**config.mk**
```make
export PLATFORM = sky130hd
export DESIGN_NAME = gnms_queue
export DESIGN_NICKNAME = d
export VERILOG_FILES = /design/src/rtl/core/gnms_pkg.sv /design/src/rtl/core/gnms_queue.sv
export SDC_FILE = /design/constraint.sdc
export NUM_CORES = 1
export LEC_CHECK = 0
export ABC_AREA = 1
export BUFFER_PORTS_ARGS = -buffer_cell sky130_fd_sc_hd__buf_2
export CORE_UTILIZATION = 40
export CTS_CLUSTER_DIAMETER = 30
export DETAILED_ROUTE_END_ITERATION = 8
export RECOVER_POWER = 100
export SLEW_MARGIN = 15
export SYNTH_ARGS = -nofsm -noshare
export SYNTH_HDL_FRONTEND = slang
export SYNTH_SLANG_ARGS = --single-unit
```
**constraint.sdc**
```tcl
create_clock -name clk -period 14.13 [get_ports clk]
set_input_delay 2.826 -clock clk [delete_from_list [all_inputs] [get_ports clk]]
set_output_delay 2.826 -clock clk [all_outputs]
set_load 0.005 [all_outputs]
```
**src/rtl/core/gnms_pkg.sv**
```systemverilog
// shared types and constants of the greedy box nms block
`timescale 1ns / 1ps
package gnms_pkg;
	localparam int MAX_BOXES_DEF = 64;
	localparam int IDX_W = 6;
	localparam int QUEUE_DEPTH = 4;
	localparam logic [16:0] LIMIT_ONE = 17'd65536;
	localparam logic [16:0] LIMIT_FLOOR = 17'd6554;
	localparam logic [16:0] DECAY_OFF = 17'd65536;
	localparam logic [16:0] OVERLAP_RST = 17'd32768;

	typedef enum logic [1:0] {
		CFG_SCORE_THR = 2'd0,
		CFG_OVERLAP_THR = 2'd1,
		CFG_DECAY = 2'd2,
		CFG_KEEP_LIMIT = 2'd3
	} cfg_idx_t;

	typedef struct packed {
		logic signed [15:0] box_x;
		logic signed [15:0] box_y;
		logic [14:0] box_width;
		logic [14:0] box_height;
		logic [15:0] box_score;
		logic batch_end;
	} in_t;

	typedef struct packed {
		logic [IDX_W-1:0] kept_index;
		logic none_kept;
		logic overflowed;
		logic run_end;
	} out_t;

	typedef struct packed {
		logic signed [15:0] x;
		logic signed [15:0] y;
		logic [14:0] w;
		logic [14:0] h;
	} rect_t;

	typedef struct packed {
		logic [IDX_W-1:0] idx;
		rect_t rect;
		logic [15:0] score;
		logic store;
		logic cand;
		logic last;
		logic ovf;
	} beat_t;
endpackage

```
**src/rtl/core/gnms_queue.sv**
```systemverilog
// short fifo of box beats between front and back
`timescale 1ns / 1ps
module gnms_queue (
	input  logic clk,
	input  logic arst_n,
	input  logic push,
	input  gnms_pkg::beat_t push_beat,
	output logic full,
	input  logic pop,
	output logic pop_valid,
	output gnms_pkg::beat_t pop_beat
);
	import gnms_pkg::*;
	localparam int PW = $clog2(QUEUE_DEPTH);

	beat_t slot_q [QUEUE_DEPTH];
	logic [PW-1:0] wr_q, rd_q;
	logic [PW:0] cnt_q;
	logic do_push, do_pop;

	assign full = cnt_q == (PW+1)'(QUEUE_DEPTH);
	assign pop_valid = cnt_q != '0;
	assign pop_beat = slot_q[rd_q];
	assign do_push = push & ~full;
	assign do_pop = pop & pop_valid;

	always_ff @(posedge clk) begin
		if (do_push) slot_q[wr_q] <= push_beat;
	end

	always_ff @(posedge clk or negedge arst_n) begin
		if (!arst_n) begin
			wr_q <= '0;
			rd_q <= '0;
			cnt_q <= '0;
		end else begin
			if (do_push) wr_q <= wr_q + 1'b1;
			if (do_pop) rd_q <= rd_q + 1'b1;
			case ({do_push, do_pop})
				2'b10: cnt_q <= cnt_q + 1'b1;
				2'b01: cnt_q <= cnt_q - 1'b1;
				default: cnt_q <= cnt_q;
			endcase
		end
	end
endmodule

```
**After elaboration in Yosys (flattened, before gate mapping)**

Memories as Yosys holds them, arrays and structs flattened.
Index checks and enable logic that the tools add are counted.

- Reduce and logical (&&, ||, !) cells: 2
- Bitwise operators: 3
- Mux-type cells: 3
- Add/sub/neg operators: 4
- Equality and inequality tests: 3

Operators with widths:

| cell | count |
|---|---|
| $pmux W3 S2 | 1 |
| $add A2 B1 Y2 const B | 2 |
| $add A3 B1 Y3 const B | 1 |
| $eq A3 B3 Y1 const B | 1 |
| $reduce_bool A3 Y1 | 1 |
| $sub A3 B1 Y3 const B | 1 |
| $and A1 B1 Y1 | 2 |
| $eq A2 B1 Y1 const B | 1 |
| $eq A2 B2 Y1 const B | 1 |
| $mux W1 | 2 |
| $reduce_bool A2 Y1 | 1 |
| $not A1 Y1 | 1 |

- Memories kept: 1
- RAM bits: 352
- Output and inout port bits: 90
- Input bits: 92
- Register bits: 7

Memories:

| name | words | width | rd ports | clocked after Yosys merged registers in | write ports | line | source |
|---|---|---|---|---|---|---|---|
| slot_q | 4 | 88 | 1 | 0 | 1 | gnms_queue.sv:16 | `beat_t slot_q [QUEUE_DEPTH];` |

**Logic depth before layout (Yosys ltp)**

Gate-level depths: netlist of the first run.

- Depth in word-level cells: 5
- Gate-level depth with buffers: 12
- Gate-level depth less buffers: 12

**Worst setup path before layout of the first run**

No wires, ideal clock.

- Kind: input to register
- Start point: in push
- End point: mem slot_q[0][0] in the netlist's numbering (enable)
- Stages on the path: 2
- Library setup time: 0.536 ns
- Data arrival time: 6.643 ns
- Path buffers: 0
- Path slack: 6.952 ns
- Path through: nand2_1 nor2_1

- Longest elaborated chain between the ends: 3

Ends and longest elaborated chain:

| element | line | source |
|---|---|---|
| start, declared | gnms_queue.sv:6 | `input logic push,` |
| $and A1 B1 Y1 | gnms_queue.sv:24 | `assign do_push = push & ~full;` |
| $mux W1 | gnms_queue.sv:28 | `if (do_push) slot_q[wr_q] <= push_beat;` |
| $mux W1 (not written as such) | gnms_queue.sv:28 |  |
| end, declared | gnms_queue.sv:16 |  |

No other way between the ends.

==> results of run 1 <==
## cells in the mapped netlist, drive strengths merged
cell type and number:
edfxtp 352, nand2 282, inv 192, o211ai 176
buf 44, clkbuf 14, dfrtp 7, nand3 7
ha 5, nor2 4, fa 1, nand4 1
o21ai 1, xnor2 1
## state kept, by name, indices dropped and copies added (netlist names)
| register | cells |
|---|---|
| slot_q | 352 |
| wr_q | 2 |
| cnt_q | 3 |
| rd_q | 2 |
## metal layers
metal  global-route usage, %  routed length (um)
met2                    27.3               14600
met5                       0                   0
met3                    5.17                2110
met1                    19.5               12800
met4                    6.76                 637
## cell type report
cell class / count / area share [%]
Clock buffer: 98 / 11.9
Clock inverter: 55 / 3.54
Sequential cell: 359 / 57.9
Timing Repair Buffer: 193 / 4.34
Tap cell: 468 / 3.15
Multi-Input combinational cell: 478 / 15.2
Inverter: 192 / 3.93
Antenna cell: 1 / 0.0135
## power groups by stage
stage / Combinational [uW] / Clock, uW / Sequential [uW]
after global placement: 1140 / 0 / 1500
after detailed placement: 1160 / 0 / 1500
final: 1090 / 1920 / 1500
after CTS: 1170 / 1960 / 1490
after floorplan: 789 / 0 / 1490
after global routing: 1230 / 2010 / 1520
## logic make-up after synthesis
group                    after synthesis  synth area share [%]
XOR/XNOR                               1                0.0590
buffers and inverters                250                  7.29
flip-flops                           359                  72.3
AND/OR/NAND/NOR                      294                  7.50
adder cells (fa/ha/maj)                6                 0.556
AO/OA/AOI/OAI                        177                  12.3
## per-stage QoR
stage	total power [uW]	hold slack, ns	worst slack (ns)	utilization (%)	cells
floorplan	2280	0.463	6.95	-	1087
global placement	2640	0.481	7.77	44.0	1690
detailed placement	2660	0.494	7.65	44.0	1690
CTS	4610	0.511	7.02	51.9	1843
global route	4760	0.510	3.84	50.7	1844
finish	4510	0.494	4.48	50.7	1844
## placed cells by master, fill, tap and decap left out, drive strengths merged
cell type,instances
buf,65
bufinv,13
clkbuf,226
clkinv,31
clkinvlp,9
dfrtp,7
diode,1
edfxtp,352
fa,1
ha,5
inv,194
nand2,282
nand3,7
nand4,1
nor2,4
o211ai,176
o21ai,1
xnor2,1
## worst max-delay path by stage
stage	from	endpoint	slack (ns)	cells after the start
floorplan	push	slot_q[0][0]	6.95	2
global placement	rd_q[0]	pop_beat[73]	7.77	7
detailed placement	rd_q[0]	pop_beat[73]	7.65	7
CTS	rd_q[0]	pop_beat[73]	7.02	7
global route	rd_q[1]	pop_beat[9]	3.84	5
finish	rd_q[1]	pop_beat[80]	4.48	5
==> metrics, run 1 <==
Worst path slowest cell=clkinvlp_2; Initial Util=40.6%; Post-Route WL=30100 um; critical-path cell list=clkinvlp_2 > clkbuf_1 > o211ai_1 > nand2_1 > buf_2; RSZ-0062 raised after global routing=false; # port buffers=181; final hold violations=0; vias in the first global route=8841; Bufs on Longest Clock Path=3; Clock Latency Late Sink=0.58 ns; WS Path Type=register to output pin; Register-to-Register Path Depth=6; GP Congestion=0.690; largest net degree at the start of global routing=178; Post-Syn Instances=1087; Final nets=1406; area taken by flip-flops and latches=10700 um^2; I/O pin count=182; clk slew on worst S/H paths=0.04 ns; Placed Area=16100 um^2; Leak Pwr=0.00732 uW; worst reg2reg endpoint=rd_q[1]; CP Launch Type=register; Syn Std Cell Area=14900 um^2; Fillers=3203; drt wl/cell=16.3 um; Final HPWL DP=16400 um; Yosys top cell by area=edfxtp_1; clock sink count=359; Crit path largest cell delay=2.37 ns; core area=36600 um^2; post-cts resize count=0; top-area cell type share of the netlist area=71.2%; Syn Area/Cell=13.7 um^2; die height=195 um; Worst Skew=0.0148 ns; fmax=104 MHz; register area share after synthesis=72.3%; maximum fanout along the worst path=46; Pint=3140 uW; initial antenna violation count=1; first drt pass iteration count=5; crit-path leading delay family=buffers and inverters; syn nets=1185; power density over the cells=243 nW/um^2; Via density=4.68; Max Slew Vio Count=641; sw power=1360 uW; sequential share of power=33.2%; Max VDD drop=0.000153 V; Root Driver=clkbuf_16; Slew @ Worst Pin=4.45 ns; hold-fix buffers at CTS=0; relative slew slack=-197%; max-cap violation count=13; clock share of power=42.6%; Finished Cell Area=18600 um^2; number of library cell types mapped by synthesis=19; share of layout cells above drive strength 1=18.4%; CTS Buf Count=84; final setup vio count=0; WHS Path Cells=1; Die X=195 um; WP data required=11.30 ns; Final min period=9.65 ns; gr ovfl total=0; via count=8634; combinational share of power=24.2%; Switching Share=30.3%; row count=70; R2R Path Start=rd_q[1]; area grow syn2layout=25.0%; Initial DRC Count=429; multi-input logic area=2830 um^2; DRC=0; worst hold endpoint=cnt_q[0]; R2R Setup Slk=8.00 ns; WP data arrival=6.83 ns; worst hold path type=register to register; first-pass GRT wire length=47700 um; ANT nets after route=0; failing checks=max-capacitance violations, max-slew violations; Tot GR Track Use=16.3%; Ys Warns=0; Yosys reg bits=359; setup TNS=0 ns; setup bufs post-CTS=0; die area=37900 um^2; status=complete, but fails checks; final worst path period share=68.3%; CTS tree=built; Critical Path Sink Type=output pin; Synth area leaders=edfxtp_1 (71%), o211ai_2 (8.3%), nand2_1 (7.1%), inv_1 (4.8%), o211ai_1 (3.9%); hold_sp=cnt_q[0]; Worst Path Buf+Inv=3; number of H-tree levels=3
No activity file was read; power rests on OpenSTA's default activity.
==> run 2, diff against run 1 <==
clock period = 9.7 ns   (was 14.13 ns; I/O delays follow)
==> metrics, run 2 (synthesis results as in run 1) <==
status=complete, but fails checks; failing checks=max-capacitance violations, max-slew violations; relative slew slack=-103%; clock sink count=359; WP data required=9.81 ns; ANT nets after route=0; Slew @ Worst Pin=3.05 ns; crit-path leading delay family=buffers and inverters; final hold violations=0; hold-fix buffers at CTS=0; pre-CTS setup slack=5.21 ns; max-cap violation count=8; first-pass GRT wire length=47500 um; fmax=146 MHz; Max Slew Vio Count=360; Clock Latency Late Sink=0.57 ns; core area=36600 um^2; largest net degree at the start of global routing=179; die area=37900 um^2; Via density=4.71; setup bufs post-CTS=0; via count=8621; vias in the first global route=8768; GP Congestion=0.680; Placed Area=16100 um^2; overall power consumption=6390 uW; Setup WS post-layout=2.83 ns; Leak Pwr=0.00726 uW; WP data arrival=6.98 ns; Finished Cell Area=18500 um^2; area grow syn2layout=24.2%; gr ovfl total=0; clk slew on worst S/H paths=0.04 ns; most frequent cells in the layout=edfxtp_1 (352), nand2_1 (282), inv_1 (189), clkbuf_1 (133), o211ai_1 (105); RSZ-0062 raised after global routing=false; Final min period=6.87 ns; Critical Path Sink Type=register; CTS Buf Count=78; first drt pass iteration count=5; most common cell after layout, fill and taps aside=edfxtp_1; maximum fanout along the worst path=44; critical-path cell list=clkbuf_1 > nand2_1 > nor2_1 > clkbuf_1 > clkbuf_1; Worst path slowest cell=clkbuf_1; share of layout cells above drive strength 1=19.9%; Final Hold Slack=0.480 ns; I/O pin count=182; final setup vio count=0; setup TNS=0 ns; most frequent CP cell=clkbuf_1; Bufs on Longest Clock Path=3; # port buffers=181; max FFs per register=352; Biggest register=slot_q; Max VDD drop=0.000195 V; row count=70; CTS tree=built; Final nets=1399; final worst path period share=70.8%; antenna fix cells=0; Root Driver=clkbuf_16; drt wl/cell=16.6 um; Crit path largest cell delay=2.24 ns; Final HPWL DP=16700 um; post-cts resize count=0; top flop regs=slot_q (352), cnt_q (3); power density over the cells=346 nW/um^2; Initial Util=40.6%; initial antenna violation count=1; Tot GR Track Use=16.4%; number of H-tree levels=3; Worst Skew=0.00978 ns; WS Path Type=input port to register; CP Launch Type=input port; Worst Path Buf+Inv=3; die height=195 um; DRC=0; worst hold path type=register to register; Die X=195 um; Post-Route WL=30400 um; Initial DRC Count=383
## run 2: changes by cell type in the layout (fill, tap and decap cells not counted), moves of 2 or more
cell,change
clkinv_4,+2
buf_2,-4
clkinv_1,-7
clkbuf_16,-9
o211ai_2,+15
o211ai_1,-15
inv_6,+2
clkbuf_1,-6
clkinv_2,+7
clkinvlp_4,+3
## run 2: layout make-up
cell class                      instances  area, um^2
Clock buffer                           82        1970
Fill cell                            3190       18200
Clock inverter                         61         707
Inverter                              192         729
Multi-Input combinational cell        478        2900
Tap cell                              468         586
Timing Repair Buffer                  192         817
Sequential cell                       359       10700
## run 2: through the flow
step	instances	utilization, %
2_1_floorplan	1087	-
3_3_place_gp	1689	44.0
3_5_place_dp	1689	44.0
4_1_cts	1832	51.3
5_1_grt	1832	50.4
6_report	1832	50.4
## run 2: power breakdown
part	leakage (uW)	total (uW)	internal, uW	switching, uW
combinational	0.00266	1560	509	1050
sequential	0.00331	2190	2080	112
clock	0.00129	2640	1820	826
## run 2: worst paths after layout
| check | start | to | slack (ns) | cells after the start |
|---|---|---|---|---|
| max | push | slot_q[3][72] | 2.83 | 5 |
| min | cnt_q[0] | cnt_q[0] | 0.48 | 1 |
| max reg2reg | cnt_q[0] | slot_q[3][72] | 3.69 | 6 |
| min reg2reg | cnt_q[0] | cnt_q[0] | 0.48 | 1 |
| max in group asynchronous | arst_n | rd_q[1] | 8.10 | 1 |
| min in group asynchronous | arst_n | cnt_q[1] | 1.27 | 1 |
## run 2: layer usage
metal  up-vias  GRT usage (%)  routed length (um)
li1       4262              -                   -
met1      4081           18.9               12700
met2       210           28.0               15000
met3        66           5.73                2070
met4         2           6.44                 680
met5         -              0                  13
## run 2: worst reg2reg max path, stage by stage (launching register included)
cell,delay (ns)
dfrtp_1,0.36
inv_1,0.09
nand3_1,0.16
nand2_1,0.27
nor2_1,0.32
clkbuf_1,2.07
clkbuf_1,2.25
==> run 3, diff against run 2 <==
clock period = 6.45 ns   (was 9.7 ns; I/O delays follow)
==> metrics, run 3 (synthesis results as in run 1) <==
status=complete, but fails checks; failing checks=max-capacitance violations, max-slew violations; gr ovfl total=0; via count=8676; number of H-tree levels=3; Worst Setup SP=rd_q[1]; Root Driver=clkbuf_16; WP data required=5.16 ns; CTS Buf Count=83; relative slew slack=-105%; sequential share of power=33.2%; worst hold path type=register to register; Final HPWL DP=16800 um; post-cts resize count=0; clk slew on worst S/H paths=0.04 ns; initial antenna violation count=3; vias in the first global route=8962; die area=37900 um^2; R2R Path Start=cnt_q[1]; Die X=195 um; Pint=6770 uW; DRC=0; most frequent cells in the layout=edfxtp_1 (352), nand2_1 (282), inv_1 (189), o211ai_1 (130), clkbuf_1 (119); WP data arrival=3.50 ns; crit-path leading delay family=buffers and inverters; Initial DRC Count=367; most frequent CP cell=buf_4; Final nets=1406; final setup vio count=0; Worst Setup EP=pop_beat[49]; Switching Share=31.0%; Fillers=3207; setup TNS=0 ns; first drt pass iteration count=7; CP Launch Type=register; area taken by flip-flops and latches=10700 um^2; share of layout cells above drive strength 1=19.4%; setup bufs post-CTS=0; RSZ-0062 raised after global routing=false; Max Slew Vio Count=287; clock share of power=42.8%; multi-input logic area=2770 um^2; ANT nets after route=0; first-pass GRT wire length=48100 um; fmax=209 MHz; combinational share of power=24.1%; most common cell after layout, fill and taps aside=edfxtp_1; R2R Setup Slk=2.26 ns; WS Path Type=register to output pin; final worst path period share=74.2%; Post-Route WL=30600 um; CTS tree=built; Max VDD drop=0.000300 V; Final min period=4.79 ns; drt wl/cell=16.6 um; max FFs per register=352; final hold violations=0; GP Congestion=0.699; largest net degree at the start of global routing=156; pre-CTS setup slack=2.70 ns; Crit path largest cell delay=1.28 ns; row count=70; Setup WS post-layout=1.66 ns; Worst path slowest cell=dfrtp_1; WHS Path Cells=1; Slew @ Worst Pin=3.08 ns; Biggest register=slot_q; Placed Area=16200 um^2; Critical Path Sink Type=output pin; Worst Skew=0.0131 ns; # port buffers=181; max-cap violation count=6; I/O pin count=182; Initial Util=40.6%; Finished Cell Area=18600 um^2; stages on the worst setup path=5; critical-path cell list=buf_4 > buf_4 > o211ai_1 > nand2_1 > buf_2; Bufs on Longest Clock Path=3; Worst Path Buf+Inv=3; die height=195 um; core area=36600 um^2; maximum fanout along the worst path=35; Via density=4.71; Tot GR Track Use=16.5%; Clock Latency Late Sink=0.59 ns; Register-to-Register Path Depth=5; hold-fix buffers at CTS=0; top flop regs=slot_q (352), cnt_q (3); clock sink count=359; Leak Pwr=0.00735 uW; power density over the cells=529 nW/um^2; worst reg2reg endpoint=slot_q[3][75]; area grow syn2layout=25.0%; sw power=3040 uW
-- run 3: changes by cell type in the layout (fill, tap and decap cells not counted), sizes merged --
cell	change
clkbuf	-8
diode	+2
clkinv	-3
inv	+4
buf	+17
clkinvlp	-1
-- run 3: how the worst min path moves through the flow --
| stage | startpoint | end | slack, ns |
|---|---|---|---|
| 2_1_floorplan | cnt_q[2] | cnt_q[2] | 0.46 |
| 3_5_place_dp | cnt_q[0] | cnt_q[0] | 0.48 |
| 3_3_place_gp | cnt_q[2] | cnt_q[2] | 0.48 |
| 4_1_cts | cnt_q[0] | cnt_q[0] | 0.49 |
| 5_1_grt | cnt_q[0] | cnt_q[0] | 0.53 |
| 6_report | cnt_q[0] | cnt_q[0] | 0.49 |
-- run 3: layout make-up --
type | count | share of cell area (%)
well taps | 468 | 3.15
clock buffers | 89 | 11.3
multi-input cells | 478 | 14.9
flip-flops and latches | 359 | 57.9
diodes | 2 | 0.0270
repair buffers | 194 | 4.71
clock inverters | 61 | 4.06
inverters | 192 | 3.94
-- run 3: metal layers --
layer	share of wire (%)	up-vias	track usage, %
met3	6.5	51	5.22
met1	43	4124	19.7
met5	0.049	-	0
met2	48	214	27.4
li1	-	4285	-
met4	2.3	2	7.17
-- run 3: stage by stage --
stage                     hold slack [ns]  power, uW  cells  utilization (%)
final                               0.490       9810   1843             50.7
after global routing                0.528      10400   1842             50.7
after CTS                           0.494      10100   1841             51.9
after detailed placement            0.485       5860   1691             44.2
after global placement              0.479       5830   1691             44.2
after floorplan                     0.463       5000   1087                -
-- run 3: power groups by stage --
stage	combinational (uW)	sequential (uW)	clock (uW)
after floorplan	1730	3270	0
after global placement	2570	3260	0
after detailed placement	2590	3270	0
after CTS	2600	3230	4280
after global routing	2670	3300	4390
final	2360	3260	4200
