===== src/rtl/core/gnms_pkg.sv =====
// shared types and constants of the greedy box nms block
`timescale 1ns / 1ps
package gnms_pkg;
	localparam int MAX_BOXES_DEF = 64;
	localparam int IDX_W = 6;
	localparam int QUEUE_DEPTH = 4;
	localparam logic [16:0] LIMIT_ONE = 17'd65536;
	localparam logic [16:0] LIMIT_FLOOR = 17'd6554;
	localparam logic [16:0] DECAY_OFF = 17'd65536;
	localparam logic [16:0] OVERLAP_RST = 17'd32768;

	typedef enum logic [1:0] {
		CFG_SCORE_THR = 2'd0,
		CFG_OVERLAP_THR = 2'd1,
		CFG_DECAY = 2'd2,
		CFG_KEEP_LIMIT = 2'd3
	} cfg_idx_t;

	typedef struct packed {
		logic signed [15:0] box_x;
		logic signed [15:0] box_y;
		logic [14:0] box_width;
		logic [14:0] box_height;
		logic [15:0] box_score;
		logic batch_end;
	} in_t;

	typedef struct packed {
		logic [IDX_W-1:0] kept_index;
		logic none_kept;
		logic overflowed;
		logic run_end;
	} out_t;

	typedef struct packed {
		logic signed [15:0] x;
		logic signed [15:0] y;
		logic [14:0] w;
		logic [14:0] h;
	} rect_t;

	typedef struct packed {
		logic [IDX_W-1:0] idx;
		rect_t rect;
		logic [15:0] score;
		logic store;
		logic cand;
		logic last;
		logic ovf;
	} beat_t;
endpackage


===== src/rtl/core/gnms_front.sv =====
// front end: takes boxes, numbers and classifies them, flags overflow
`timescale 1ns / 1ps
module gnms_front #(
	parameter int MAX_BOXES = gnms_pkg::MAX_BOXES_DEF
) (
	input  logic clk,
	input  logic arst_n,
	input  logic start,
	output logic busy,
	input  gnms_pkg::in_t box,
	input  logic [15:0] score_thr,
	input  logic q_full,
	input  logic batch_done,
	output logic push,
	output gnms_pkg::beat_t push_beat
);
	import gnms_pkg::*;
	localparam int CW = $clog2(MAX_BOXES + 1);

	logic [CW-1:0] box_cnt_q;
	logic ovf_q;
	logic hold_q;
	logic accept;
	logic store;

	assign busy = hold_q | q_full;
	assign accept = start & ~busy;
	assign store = box_cnt_q < CW'(MAX_BOXES);
	assign push = accept & (store | box.batch_end);

	always_comb begin
		push_beat.idx = IDX_W'(box_cnt_q);
		push_beat.rect.x = box.box_x;
		push_beat.rect.y = box.box_y;
		push_beat.rect.w = box.box_width;
		push_beat.rect.h = box.box_height;
		push_beat.score = box.box_score;
		push_beat.store = store;
		push_beat.cand = box.box_score > score_thr;
		push_beat.last = box.batch_end;
		push_beat.ovf = ovf_q | ~store;
	end

	always_ff @(posedge clk or negedge arst_n) begin
		if (!arst_n) begin
			box_cnt_q <= '0;
			ovf_q <= 1'b0;
			hold_q <= 1'b0;
		end else begin
			if (batch_done) hold_q <= 1'b0;
			if (accept) begin
				if (box.batch_end) begin
					box_cnt_q <= '0;
					ovf_q <= 1'b0;
					hold_q <= 1'b1;
				end else if (store) begin
					box_cnt_q <= box_cnt_q + 1'b1;
				end else begin
					ovf_q <= 1'b1;
				end
			end
		end
	end
endmodule


===== config.mk =====
export PLATFORM = sky130hd
export DESIGN_NAME = gnms_front
export DESIGN_NICKNAME = d
export VERILOG_FILES = /design/src/rtl/core/gnms_pkg.sv /design/src/rtl/core/gnms_front.sv
export SDC_FILE = /design/constraint.sdc
export NUM_CORES = 1
export LEC_CHECK = 0
export ABC_AREA = 1
export BUFFER_PORTS_ARGS = -buffer_cell sky130_fd_sc_hd__buf_2
export CAP_MARGIN = 20
export CORE_ASPECT_RATIO = 0.5
export CORE_MARGIN = 8
export CORE_UTILIZATION = 36
export CTS_CLUSTER_SIZE = 20
export DETAILED_ROUTE_END_ITERATION = 10
export GPL_ROUTABILITY_DRIVEN = 0
export MAX_ROUTING_LAYER = met4
export PLACE_DENSITY = 0.87
export SKIP_LAST_GASP = 1
export SYNTH_ARGS = -nofsm -noshare
export SYNTH_HDL_FRONTEND = slang
export SYNTH_SLANG_ARGS = --single-unit

===== constraint.sdc =====
create_clock -name clk -period 2.1 [get_ports clk]
set_input_delay 0 -clock clk [delete_from_list [all_inputs] [get_ports clk]]
set_output_delay 0 -clock clk [all_outputs]
set_load 0.1 [all_outputs]

==> results of run 1 <==
==> Yosys cell counts <==
master / count / share of area, %
a21o_1: 1 / 0.48
a21oi_1: 10 / 3.2
a21oi_2: 1 / 0.56
a21oi_4: 1 / 1.0
buf_4: 86 / 41
dfrtp_1: 9 / 14
ha_1: 17 / 14
inv_1: 28 / 6.7
inv_2: 4 / 0.96
nand2_1: 31 / 7.4
nand2_2: 1 / 0.40
nand3_1: 4 / 1.3
nand3_4: 1 / 1.1
nand4_1: 3 / 1.2
nor2_1: 10 / 2.4
nor2_2: 3 / 1.2
nor3_1: 1 / 0.32
o21a_1: 1 / 0.48
o21ai_0: 4 / 1.3
o21ai_2: 1 / 0.56
==> timing repair <==
| item | in CTS | in global routing |
|---|---|---|
| hold endpoints to repair | 10 | 0 |
| gates resized for setup | 0 | 0 |
| hold buffers | 2 | 0 |
==> routing by layer <==
| metal | GRT usage, % |
|---|---|
| met1 | 10.4 |
| met2 | 14.3 |
| met3 | 5.04 |
| met4 | 4.17 |
| met5 | - |
==> stage by stage <==
stage / std cells / area (µm²)
after global routing: 259 / 1380
after CTS: 259 / 1380
after detailed placement: 253 / 1310
after global placement: 253 / 1310
after floorplan: 217 / 1560
==> kinds of logic after synthesis <==
| family | synth area share (%) |
|---|---|
| AO/OA/AOI/OAI | 7.61 |
| flip-flops | 14.4 |
| adder cells (fa/ha/maj) | 13.6 |
| buffers and inverters | 49.0 |
| AND/OR/NAND/NOR | 15.4 |
==> summary.md, run 1 <==
| Metric | Value |
|---|---|
| Place WS | `just over 0.7 ns` |
| Post-synth design cell area | `between 1500 and 2000 µm²` |
| # H-tree levels | `1` |
| Seq/Total Area, Yosys | `14.4%` |
| GRT Util Overall | `9.56%` |
| DIE HEIGHT | `62.6 µm` |
| CTS Sinks | `9` |
| Cell count after synthesis | `around 220` |
| Err | `[ERROR DRT-0255] Maze Route cannot find path of net box[64] in worker of routeBox ( 96600 0 ) ( 109175 48300 ).` |
| Syn Area/Cell | `roughly 7.2 µm²` |
| #FFs+latches synth | `9` |
| Status | `did not finish` |
| Maximum clock insertion buffer count | `2` |
| Synth Warn # | `0` |
| Total grt overflow | `0` |
| Number of cell rows | `17` |
| Synth cell types | `20` |
| Initial antenna violation count | `0` |
| Initial Util | `36.6%` |
| CTS Buf Count | `3` |
| Vias in the first global route | `about 1100` |
| DIE WIDTH | `109 µm` |
| Syn nets | `334` |
| Stopping stage | `5_2_route` |
| CTS root buf | `clkbuf_8` |
| PortBufs | `65` |
| First-pass GRT wire length | `5200 µm` |
| Post-CTS setup buffers | `0` |
| Largest net degree at the start of global routing | `10` |
| IO Pins | `190` |
| Hpwl dp | `2950 µm` |
==> run 2: changes to the inputs <==
CORE_ASPECT_RATIO = not set   (was 0.5)
CORE_UTILIZATION = 30   (was 36)
CTS_CLUSTER_SIZE = not set   (was 20)
MAX_ROUTING_LAYER = not set   (was met4)
PLACE_DENSITY = not set   (was 0.87)
PLACE_DENSITY_LB_ADDON = 0.15   (was not set)
==> run 2 against run 1 <==
Net effect:
- the run now ends clean
- global-route usage down 2.2 points
- area after synthesis is the same
- synthesized cell count did not move
==> summary.md, run 2 <==
| Metric | Value |
|---|---|
| RSZ-0062 raised after global routing | `false` |
| CTS root buf | `clkbuf_8` |
| Post-CTS setup buffers | `0` |
| Diodes inserted | `0` |
| Place WS | `0.763 ns` |
| Maximum clock insertion buffer count | `2` |
| Residual DRC | `0` |
| Syn nets | `334` |
| Die area | `7770 µm²` |
| Final #Nets | `320` |
| Slew Limit Fails | `0` |
| CTS Buf Count | `3` |
| #FFs+latches synth | `9` |
| Total grt overflow | `0` |
| WL/cell | `around 11 µm` |
| Switching Power | `518 µW` |
| Core ar. | `5070 µm²` |
| Clock power frac | `21.3%` |
| Critical Path Sink Type | `output port` |
| Clock edge transition at the registers on the reported setup and hold paths | `0.04 ns` |
| Worst setup path start | `hold_q` |
| Total wire length | `2970 µm` |
| Crit path kind | `reg2out` |
| Synth cell types | `20` |
| Syn Area/Cell | `7.20 µm²` |
| # H-tree levels | `1` |
| Final Hold Viols | `0` |
| CP max-delay cell | `buf_2` |
| CP Cell Sequence | `inv_2, nand3_4, a21oi_4, buf_2` |
| Hold slack | `0.0000385 ns` |
| Area of the multi-input gates | `572 µm²` |
| First-pass GRT wire length | `4670 µm` |
| Max Cap Viol | `0` |
| Fin crit period | `1.42 ns` |
| Relative slew slack | `between 60% and 70%` |
| Critical Path Fanout Max | `5` |
| Final antenna-violating net count | `0` |
| Number of cell rows | `26` |
| PortBufs | `65` |
| CTS tree | `built` |
| Cell area power density | `approximately 680 nW/µm²` |
| Largest register FFs | `7` |
| Initial Util | `30.8%` |
| Commonest non-fill, non-tap cell in the layout | `buf_2` |
| Via count | `1099` |
| Most common flop cell mapped by yosys | `dfrtp_1` |
| Largest net degree at the start of global routing | `10` |
| Max Clk Rate | `0.705 GHz` |
| CTS Sinks | `9` |
| EDFF count, synth | `0` |
| Largest Register | `box_cnt_q` |
| Vias in the first global route | `~1100` |
| Hpwl dp | `2630 µm` |
| 1st-iter DRT viols | `10` |
| Yosys top cell by area | `buf_4` |
| Sw frac | `a little over half` |
| Cell count after synthesis | `roughly 220` |
| Fill count | `600` |
| Area delta synth->final | `-10.7%` |
| Final setup TNS | `0 ns` |
| Transition time of the tightest slew-check pin | `0.500 ns` |
| Tcrit/Tclk final | `67.5%` |
| Post-CTS sizing | `0` |
| Initial antenna violation count | `0` |
| HP Start | `box[64]` |
| P_int | `approximately 430 µW` |
| Most frequent cell after synthesis | `buf_4` |
| Largest registers | `box_cnt_q (7), hold_q (1), ovf_q (1)` |
| Status | `finished, final reports clean` |
| VDD IR-drop max | `roughly 0.33 mV` |
| Synth cell count leaders | `86 x buf_4, 31 x nand2_1, 28 x inv_1` |
| Layout Skew | `between 0.005 and 0.006 ns` |
| Critical path arrival | `1.42 ns` |
| Setup ws final | `about 0.68 ns` |
| Top-area cell type share of the netlist area | `41.3%` |
| IO Pins | `190` |
| Max incr delay on CP | `0.46 ns` |
| DR pass1 iterations | `4` |
| Top cells by area, synth | `buf_4 41%, dfrtp_1 14%, ha_1 14%, nand2_1 7.4%, inv_1 6.7%` |
| Latest clock arrival within the worst-skew pair | `0.23 ns` |
| CTS Hold Buffers Added | `2` |
| GRT Util Overall | `7.38%` |
| Critical Path RT | `around 2.1 ns` |
| Post-synth design cell area | `1560 µm²` |
| Crit path launch type | `flop` |
| Sequential share of power | `a little under a quarter` |
| Synth Warn # | `0` |
| Share of cells above drive strength 1 | `39.6%` |
| DIE HEIGHT | `88.2 µm` |
| Comb pwr share | `55.6%` |
| Most frequent cells in the layout | `65 x buf_2, 31 x nand2_1, 28 x inv_1, 17 x ha_1` |
| Final setup viols | `0` |
| Number of vias per cell | `4.04` |
| Flip-flop and latch area | `225 µm²` |
| DIE WIDTH | `88.2 µm` |
| Seq/Total Area, Yosys | `14.4%` |
| Async set or reset register ratio after synthesis | `100%` |
| Worst r2r src | `hold_q` |
| Worst min path class | `in2out` |
| Pleak | `0.000852 µW` |
## run 2: cell counts after synthesis
Identical to the previous run, type by type.
## run 2: layout make-up
cell class	instances	share of cell area, %
multi-input cells	90	41.0
well taps	70	6.28
flip-flops and latches	9	16.1
clock buffers	4	3.23
repair buffers	67	24.8
inverters	32	8.61
## run 2: power groups by stage
stage / logic (µW) / clock network [µW] / registers (µW)
final: 529 / 203 / 220
after global routing: 568 / 223 / 227
after global placement: 535 / 0 / 225
after CTS: 537 / 212 / 222
after floorplan: 1040 / 0 / 217
after detailed placement: 534 / 0 / 225
## run 2: per-layer routing
metal / up-vias / GRT usage (%) / wire length [µm]
li1: 554 / - / -
met1: 473 / 8.12 / 1200
met2: 57 / 11.5 / 1270
met4: 0 / 3.84 / 55
met3: 15 / 3.47 / 436
met5: - / 0 / 0
## run 2: cell families (layout without fill, tap and decap cells)
family                     after synthesis  in the layout  synth area share [%]
buffers and inverters                  118            103                  49.0
AOI/OAI and AO/OA                       19             19                  7.61
adders and majority gates               17             17                  13.6
DFF                                      9              9                  14.4
and+or+nand+nor                         54             54                  15.4
## run 2: final timing paths
kind | end | cells after the start | slack, ns
worst max-delay path | push | 4 | 0.68
worst min-delay path | push_beat[67] | 0 | 0.00004
worst max register to register | box_cnt_q[4] | 6 | 0.93
worst min register to register | ovf_q | 2 | 0.52
max in group asynchronous | box_cnt_q[3] | 2 | 1.74
min in group asynchronous | box_cnt_q[6] | 2 | 0.17
## run 2: metrics by stage
stage               power (µW)  instances  utilization, %  area, µm²
floorplan                 1250        217               -       1560
global placement           760        266            26.2       1330
detailed placement         758        266            26.2       1330
CTS                        971        272            27.5       1400
global route              1020        272            27.5       1400
finish                     952        272            27.5       1400
## run 2: critical path, delay by kind of cell, from the launching register on
family          cells  cell delay, ns
simple gates        1            0.11
compound gates      1            0.18
buf+inv             2            0.54
flops               1            0.36
(Power assumes the default switching activity.)
==> run 3: changes to the inputs <==
clock period = 1.4 ns   (was 2.1 ns; I/O delays follow)
==> run 3 against run 2 <==
Net effect:
- clock-buffer cell count stayed put
- hold slack hardly changed
- setup slack worse by 0.56 ns
- flip-flop and latch count stayed put
- combinational power is 56% higher
- sequential share of layout area is 0.57 points lower
- sequential power is 51% higher
- total power is 53% higher
- die area stayed put
- global-route usage is 0.36 points higher
==> summary.md, run 3 (same netlist as run 2, synthesis figures left out) <==
| Metric | Value |
|---|---|
| PortBufs | `65` |
| Critical path arrival | `1.28 ns` |
| Worst hold path stage count | `0` |
| Commonest non-fill, non-tap cell in the layout | `buf_2` |
| WL/cell | `~12 µm` |
| Latest clock arrival within the worst-skew pair | `around 0.23 ns` |
| Slew Limit Fails | `0` |
| Transition time of the tightest slew-check pin | `0.502 ns` |
| DIE HEIGHT | `88.2 µm` |
| Worst path buffer plus inverter count | `3` |
| Final setup viols | `0` |
| Pwr Total | `1460 µW` |
| Total grt overflow | `0` |
| CP max-delay cell | `dfrtp_1` |
| Area delta synth->final | `-7.45%` |
| Final #Nets | `approximately 320` |
| Hold slack | `0.0000386 ns` |
| Reg2Reg Depth | `6` |
| DIE WIDTH | `a little under 90 µm` |
| Residual DRC | `0` |
| RSZ-0062 raised after global routing | `false` |
| Diodes inserted | `0` |
| Levels on crit path | `5` |
| Vias in the first global route | `1071` |
| Post-CTS sizing | `0` |
| Status | `finished, final reports clean` |
| Crit path max-delay family | `buffers and inverters` |
| Clock edge transition at the registers on the reported setup and hold paths | `0.05 ns` |
| CP Cell Sequence | `inv_2, nand3_4, a21oi_4, buf_4, buf_12` |
| Post-CTS setup buffers | `0` |
| Cell area power density | `between 1000 and 1500 nW/µm²` |
| Layout Skew | `between 0.0015 and 0.002 ns` |
| GRT Util Overall | `7.73%` |
| Worst min path class | `in2out` |
| Critical Path Fanout Max | `5` |
| VDD IR-drop max | `0.603 mV` |
| Crit path kind | `reg2out` |
| CTS tree | `built` |
| Largest register FFs | `7` |
| Maximum clock insertion buffer count | `2` |
| Die area | `7770 µm²` |
| Core ar. | `a little over 5000 µm²` |
| DR pass1 iterations | `4` |
| Pleak | `0.000871 µW` |
| Final Hold Viols | `0` |
| IO Pins | `between 150 and 200` |
| Share of cells above drive strength 1 | `41.2%` |
| Crit path launch type | `flop` |
| Relative slew slack | `66.8%` |
| Initial antenna violation count | `0` |
| Largest net degree at the start of global routing | `10` |
| CTS Sinks | `9` |
| First-pass GRT wire length | `around 4800 µm` |
| Number of cell rows | `26` |
| Fin crit period | `1.28 ns` |
| Hpwl dp | `2860 µm` |
| Tcrit/Tclk final | `91.1%` |
| 1st-iter DRT viols | `29` |
| Number of vias per cell | `3.97` |
| Initial Util | `30.8%` |
| Via count | `1087` |
| Largest Register | `box_cnt_q` |
| Total wire length | `3200 µm` |
| Most frequent cells in the layout | `63 x buf_2, 30 x nand2_1, 28 x inv_1, 17 x ha_1, 10 x nor2_1` |
| # H-tree levels | `1` |
| Final antenna-violating net count | `0` |
| Critical Path RT | `1.40 ns` |
| Largest registers | `box_cnt_q (7), hold_q (1), ovf_q (1)` |
| Max Clk Rate | `0.784 GHz` |
| Max incr delay on CP | `0.37 ns` |
| Max Cap Viol | `0` |
| CTS Buf Count | `3` |
| CTS root buf | `clkbuf_8` |
| Critical Path Sink Type | `output port` |
run 3: path summary, 6_finish.rpt:
path                              start       endpoint  slack (ns)
worst max-delay path             hold_q           push        0.12
worst min-delay path            box[49]  push_beat[52]     0.00004
worst max register to register   hold_q   box_cnt_q[4]        0.26
worst min register to register    ovf_q          ovf_q        0.53
max in group asynchronous        arst_n   box_cnt_q[1]        1.05
min in group asynchronous        arst_n   box_cnt_q[6]        0.16
run 3: cell type report:
| class | count | area [µm²] |
|---|---|---|
| clock buffers | 4 | 45.0 |
| fillers | 578 | 3630 |
| inverters | 32 | 120 |
| multi-input cells | 90 | 578 |
| flip-flops and latches | 9 | 225 |
| well taps | 70 | 87.6 |
| repair buffers | 69 | 390 |
run 3: worst register-to-register path, cell delays in order, from the launching register on:
cell and delay (ns):
dfrtp_1 0.37, inv_2 0.09, nand3_4 0.11, nor2_2 0.14, nand2_2 0.09, o21ai_2 0.16
a21oi_2 0.07
run 3: metrics by stage:
step | setup TNS, ns | cell area (µm²) | setup slack (ns) | std cells | util (%)
after floorplan | -0.365 | 1570 | -0.150 | 217 | -
after global placement | 0 | 1380 | 0.234 | 268 | 27.2
after detailed placement | 0 | 1380 | 0.216 | 268 | 27.2
after CTS | 0 | 1450 | 0.119 | 274 | 28.5
after global routing | 0 | 1450 | 0.0311 | 274 | 28.5
final | 0 | 1450 | 0.124 | 274 | 28.5
run 3: timing repair:
action                                 CTS  global route
hold buffers                             2             0
setup endpoints to repair                0             0
endpoints found under the hold margin   10             0
run 3: power by group:
part	leakage, µW	total (µW)	switching, µW	internal, µW
logic	0.000727	826	643	182
registers	0.000121	332	38.5	293
clock network	0.0000228	302	104	199
run 3: metal layers:
layer / wire (µm) / share of wire (%) / up-vias / global-route usage (%)
li1: - / - / 559 / -
met1: 1290 / 40 / 445 / 8.48
met2: 1260 / 39 / 61 / 11.5
met3: 526 / 16 / 22 / 4.41
met4: 121 / 3.8 / 0 / 4.15
met5: 0 / 0 / - / 0
==> run 4: changes to the inputs <==
CELL_PAD_IN_SITES_DETAIL_PLACEMENT = 0   (was not set)
CELL_PAD_IN_SITES_GLOBAL_PLACEMENT = 1   (was not set)
CORE_UTILIZATION = 20   (was 30)
==> run 4 against run 3 <==
Net effect:
- clock-buffer cell count did not move
- clock power grew 2%
- critical path depth fell by 2
- flip-flop and latch count is the same
- hold slack barely moved
- global-route usage decreased by 1.7 points
- sequential share of layout area shrank 0.26 points
- largest cell class unchanged
==> summary.md, run 4 (same netlist as run 2, synthesis figures left out) <==
| Metric | Value |
|---|---|
| Status | `finished, final reports clean` |
| Maximum clock insertion buffer count | `2` |
| Residual DRC | `0` |
| Initial Util | `approximately 20%` |
| Fin crit period | `1.28 ns` |
| Crit path launch type | `flop` |
| Vias in the first global route | `1203` |
| Diodes inserted | `0` |
| R2r endpoint | `box_cnt_q[4]` |
| DR pass1 iterations | `2` |
| DIE WIDTH | `approximately 100 µm` |
| Reg2Reg Depth | `6` |
| CP max-delay cell | `dfrtp_1` |
| WL/cell | `10.9 µm` |
| Worst min path class | `in2out` |
| Critical path arrival | `1.28 ns` |
| # H-tree levels | `1` |
| Final #Nets | `320` |
| Cell area power density | `993 nW/µm²` |
| Clock edge transition at the registers on the reported setup and hold paths | `around 0.05 ns` |
| Tcrit/Tclk final | `slightly above 90%` |
| Hpwl dp | `2930 µm` |
| Share of cells above drive strength 1 | `40.6%` |
| Latest clock arrival within the worst-skew pair | `0.23 ns` |
| Largest register FFs | `7` |
| Critical Path Fanout Max | `4` |
| Reg2Reg Setup Slack | `0.21 ns` |
| Max Clk Rate | `0.780 GHz` |
| Layout Cells excl Fill | `roughly 300` |
| PortBufs | `65` |
| Most frequent cells in the layout | `63 x buf_2, 30 x nand2_1, 28 x inv_1, 17 x ha_1, 10 x nor2_1` |
| Initial antenna violation count | `0` |
| Final setup TNS | `0 ns` |
| DIE HEIGHT | `104 µm` |
| Die area | `approximately 11000 µm²` |
| Largest registers | `box_cnt_q (7), hold_q (1), ovf_q (1)` |
| Max incr delay on CP | `0.45 ns` |
| IO Pins | `190` |
| Worst r2r src | `hold_q` |
| Area delta synth->final | `-5.84%` |
| Critical Path Sink Type | `output port` |
| Critical Path RT | `between 1 and 1.5 ns` |
| Number of vias per cell | `3.55` |
| Final antenna-violating net count | `0` |
| CTS Buf Count | `3` |
| Commonest non-fill, non-tap cell in the layout | `buf_2` |
| CTS Sinks | `9` |
| Largest Register | `box_cnt_q` |
| Via count | `1079` |
| Max Cap Viol | `0` |
| VDD IR-drop max | `0.483 mV` |
| Final setup viols | `0` |
| Pleak | `0.000860 µW` |
| RSZ-0062 raised after global routing | `false` |
| Slew Limit Fails | `0` |
| Core ar. | `7650 µm²` |
| Number of cell rows | `32` |
| Total grt overflow | `0` |
| Final Hold Viols | `0` |
| First-pass GRT wire length | `5630 µm` |
| Relative slew slack | `about two thirds` |
| Transition time of the tightest slew-check pin | `0.506 ns` |
| CTS tree | `built` |
| GRT Util Overall | `under 10%` |
| 1st-iter DRT viols | `9` |
| Setup crit end | `push_beat[0]` |
| CP Cell Sequence | `inv_1, nand2_2, buf_2` |
| Layout Skew | `0.00308 ns` |
| Largest net degree at the start of global routing | `10` |
| Crit path kind | `reg2out` |
| Worst setup path start | `box_cnt_q[6]` |
| Inst Count DP | `roughly 300` |
| Total wire length | `3310 µm` |
| Post-CTS sizing | `0` |
| CTS root buf | `clkbuf_8` |
## run 4: cell types whose count changed in the layout (fill, tap and decap cells not counted), sizes merged
cell,delta
buf,-2
## run 4: metal layers
metal  routed length, µm  GRT usage [%]  up-vias  part of all wire, %
met5                   0              0        -                    0
met4                  27           2.28        0                 0.81
met3                 445           3.53       10                   13
met2                1480           9.56       70                   45
met1                1360           6.54      445                   41
li1                    -              -      554                    -
## run 4: per-stage QoR
step	power (µW)	util (%)	worst slack [ns]	cell area, µm²	hold WS, ns
global route	1560	19.2	0.0445	1470	0.000143
finish	1460	19.2	0.119	1470	0.0000340
detailed placement	1170	18.4	0.214	1410	-0.120
CTS	1490	19.2	0.115	1470	0.000681
global placement	1170	18.4	0.218	1410	-0.116
floorplan	1880	-	-0.150	1570	-0.296
## run 4: timing repair
| action | 4_1_cts | 5_1_grt |
|---|---|---|
| hold endpoints to repair | 10 | 0 |
| hold buffers | 2 | 0 |
| buffers inserted | 0 | 0 |
| endpoints found under the setup margin | 0 | 0 |
## run 4: worst min path at each step
stage                    end  startpoint  slack, ns  cells past startpoint
2_1_floorplan   box_cnt_q[0]      arst_n      -0.30                      0
3_3_place_gp    box_cnt_q[0]      arst_n      -0.12                      1
3_5_place_dp    box_cnt_q[0]      arst_n      -0.12                      1
4_1_cts        push_beat[26]     box[23]     0.0007                      0
5_1_grt        push_beat[22]     box[19]     0.0001                      0
6_report       push_beat[71]     box[68]    0.00003                      0
## run 4: final cells by class
class | instances | area [µm²]
fillers | 887 | 6180
multi-input cells | 90 | 578
repair buffers | 67 | 375
flip-flops and latches | 9 | 225
well taps | 102 | 128
inverters | 32 | 120
clock buffers | 4 | 45.0
## run 4: critical path, delay by kind of cell, from the launching register on
kind          cells  cell delay [ns]
simple gates      1             0.07
flops             1             0.45
buf+inv           2             0.52
## run 4: where the power goes
group / internal [µW] / switching [µW]
Clock: 199 / 109
Sequential: 293 / 38.8
Combinational: 178 / 644
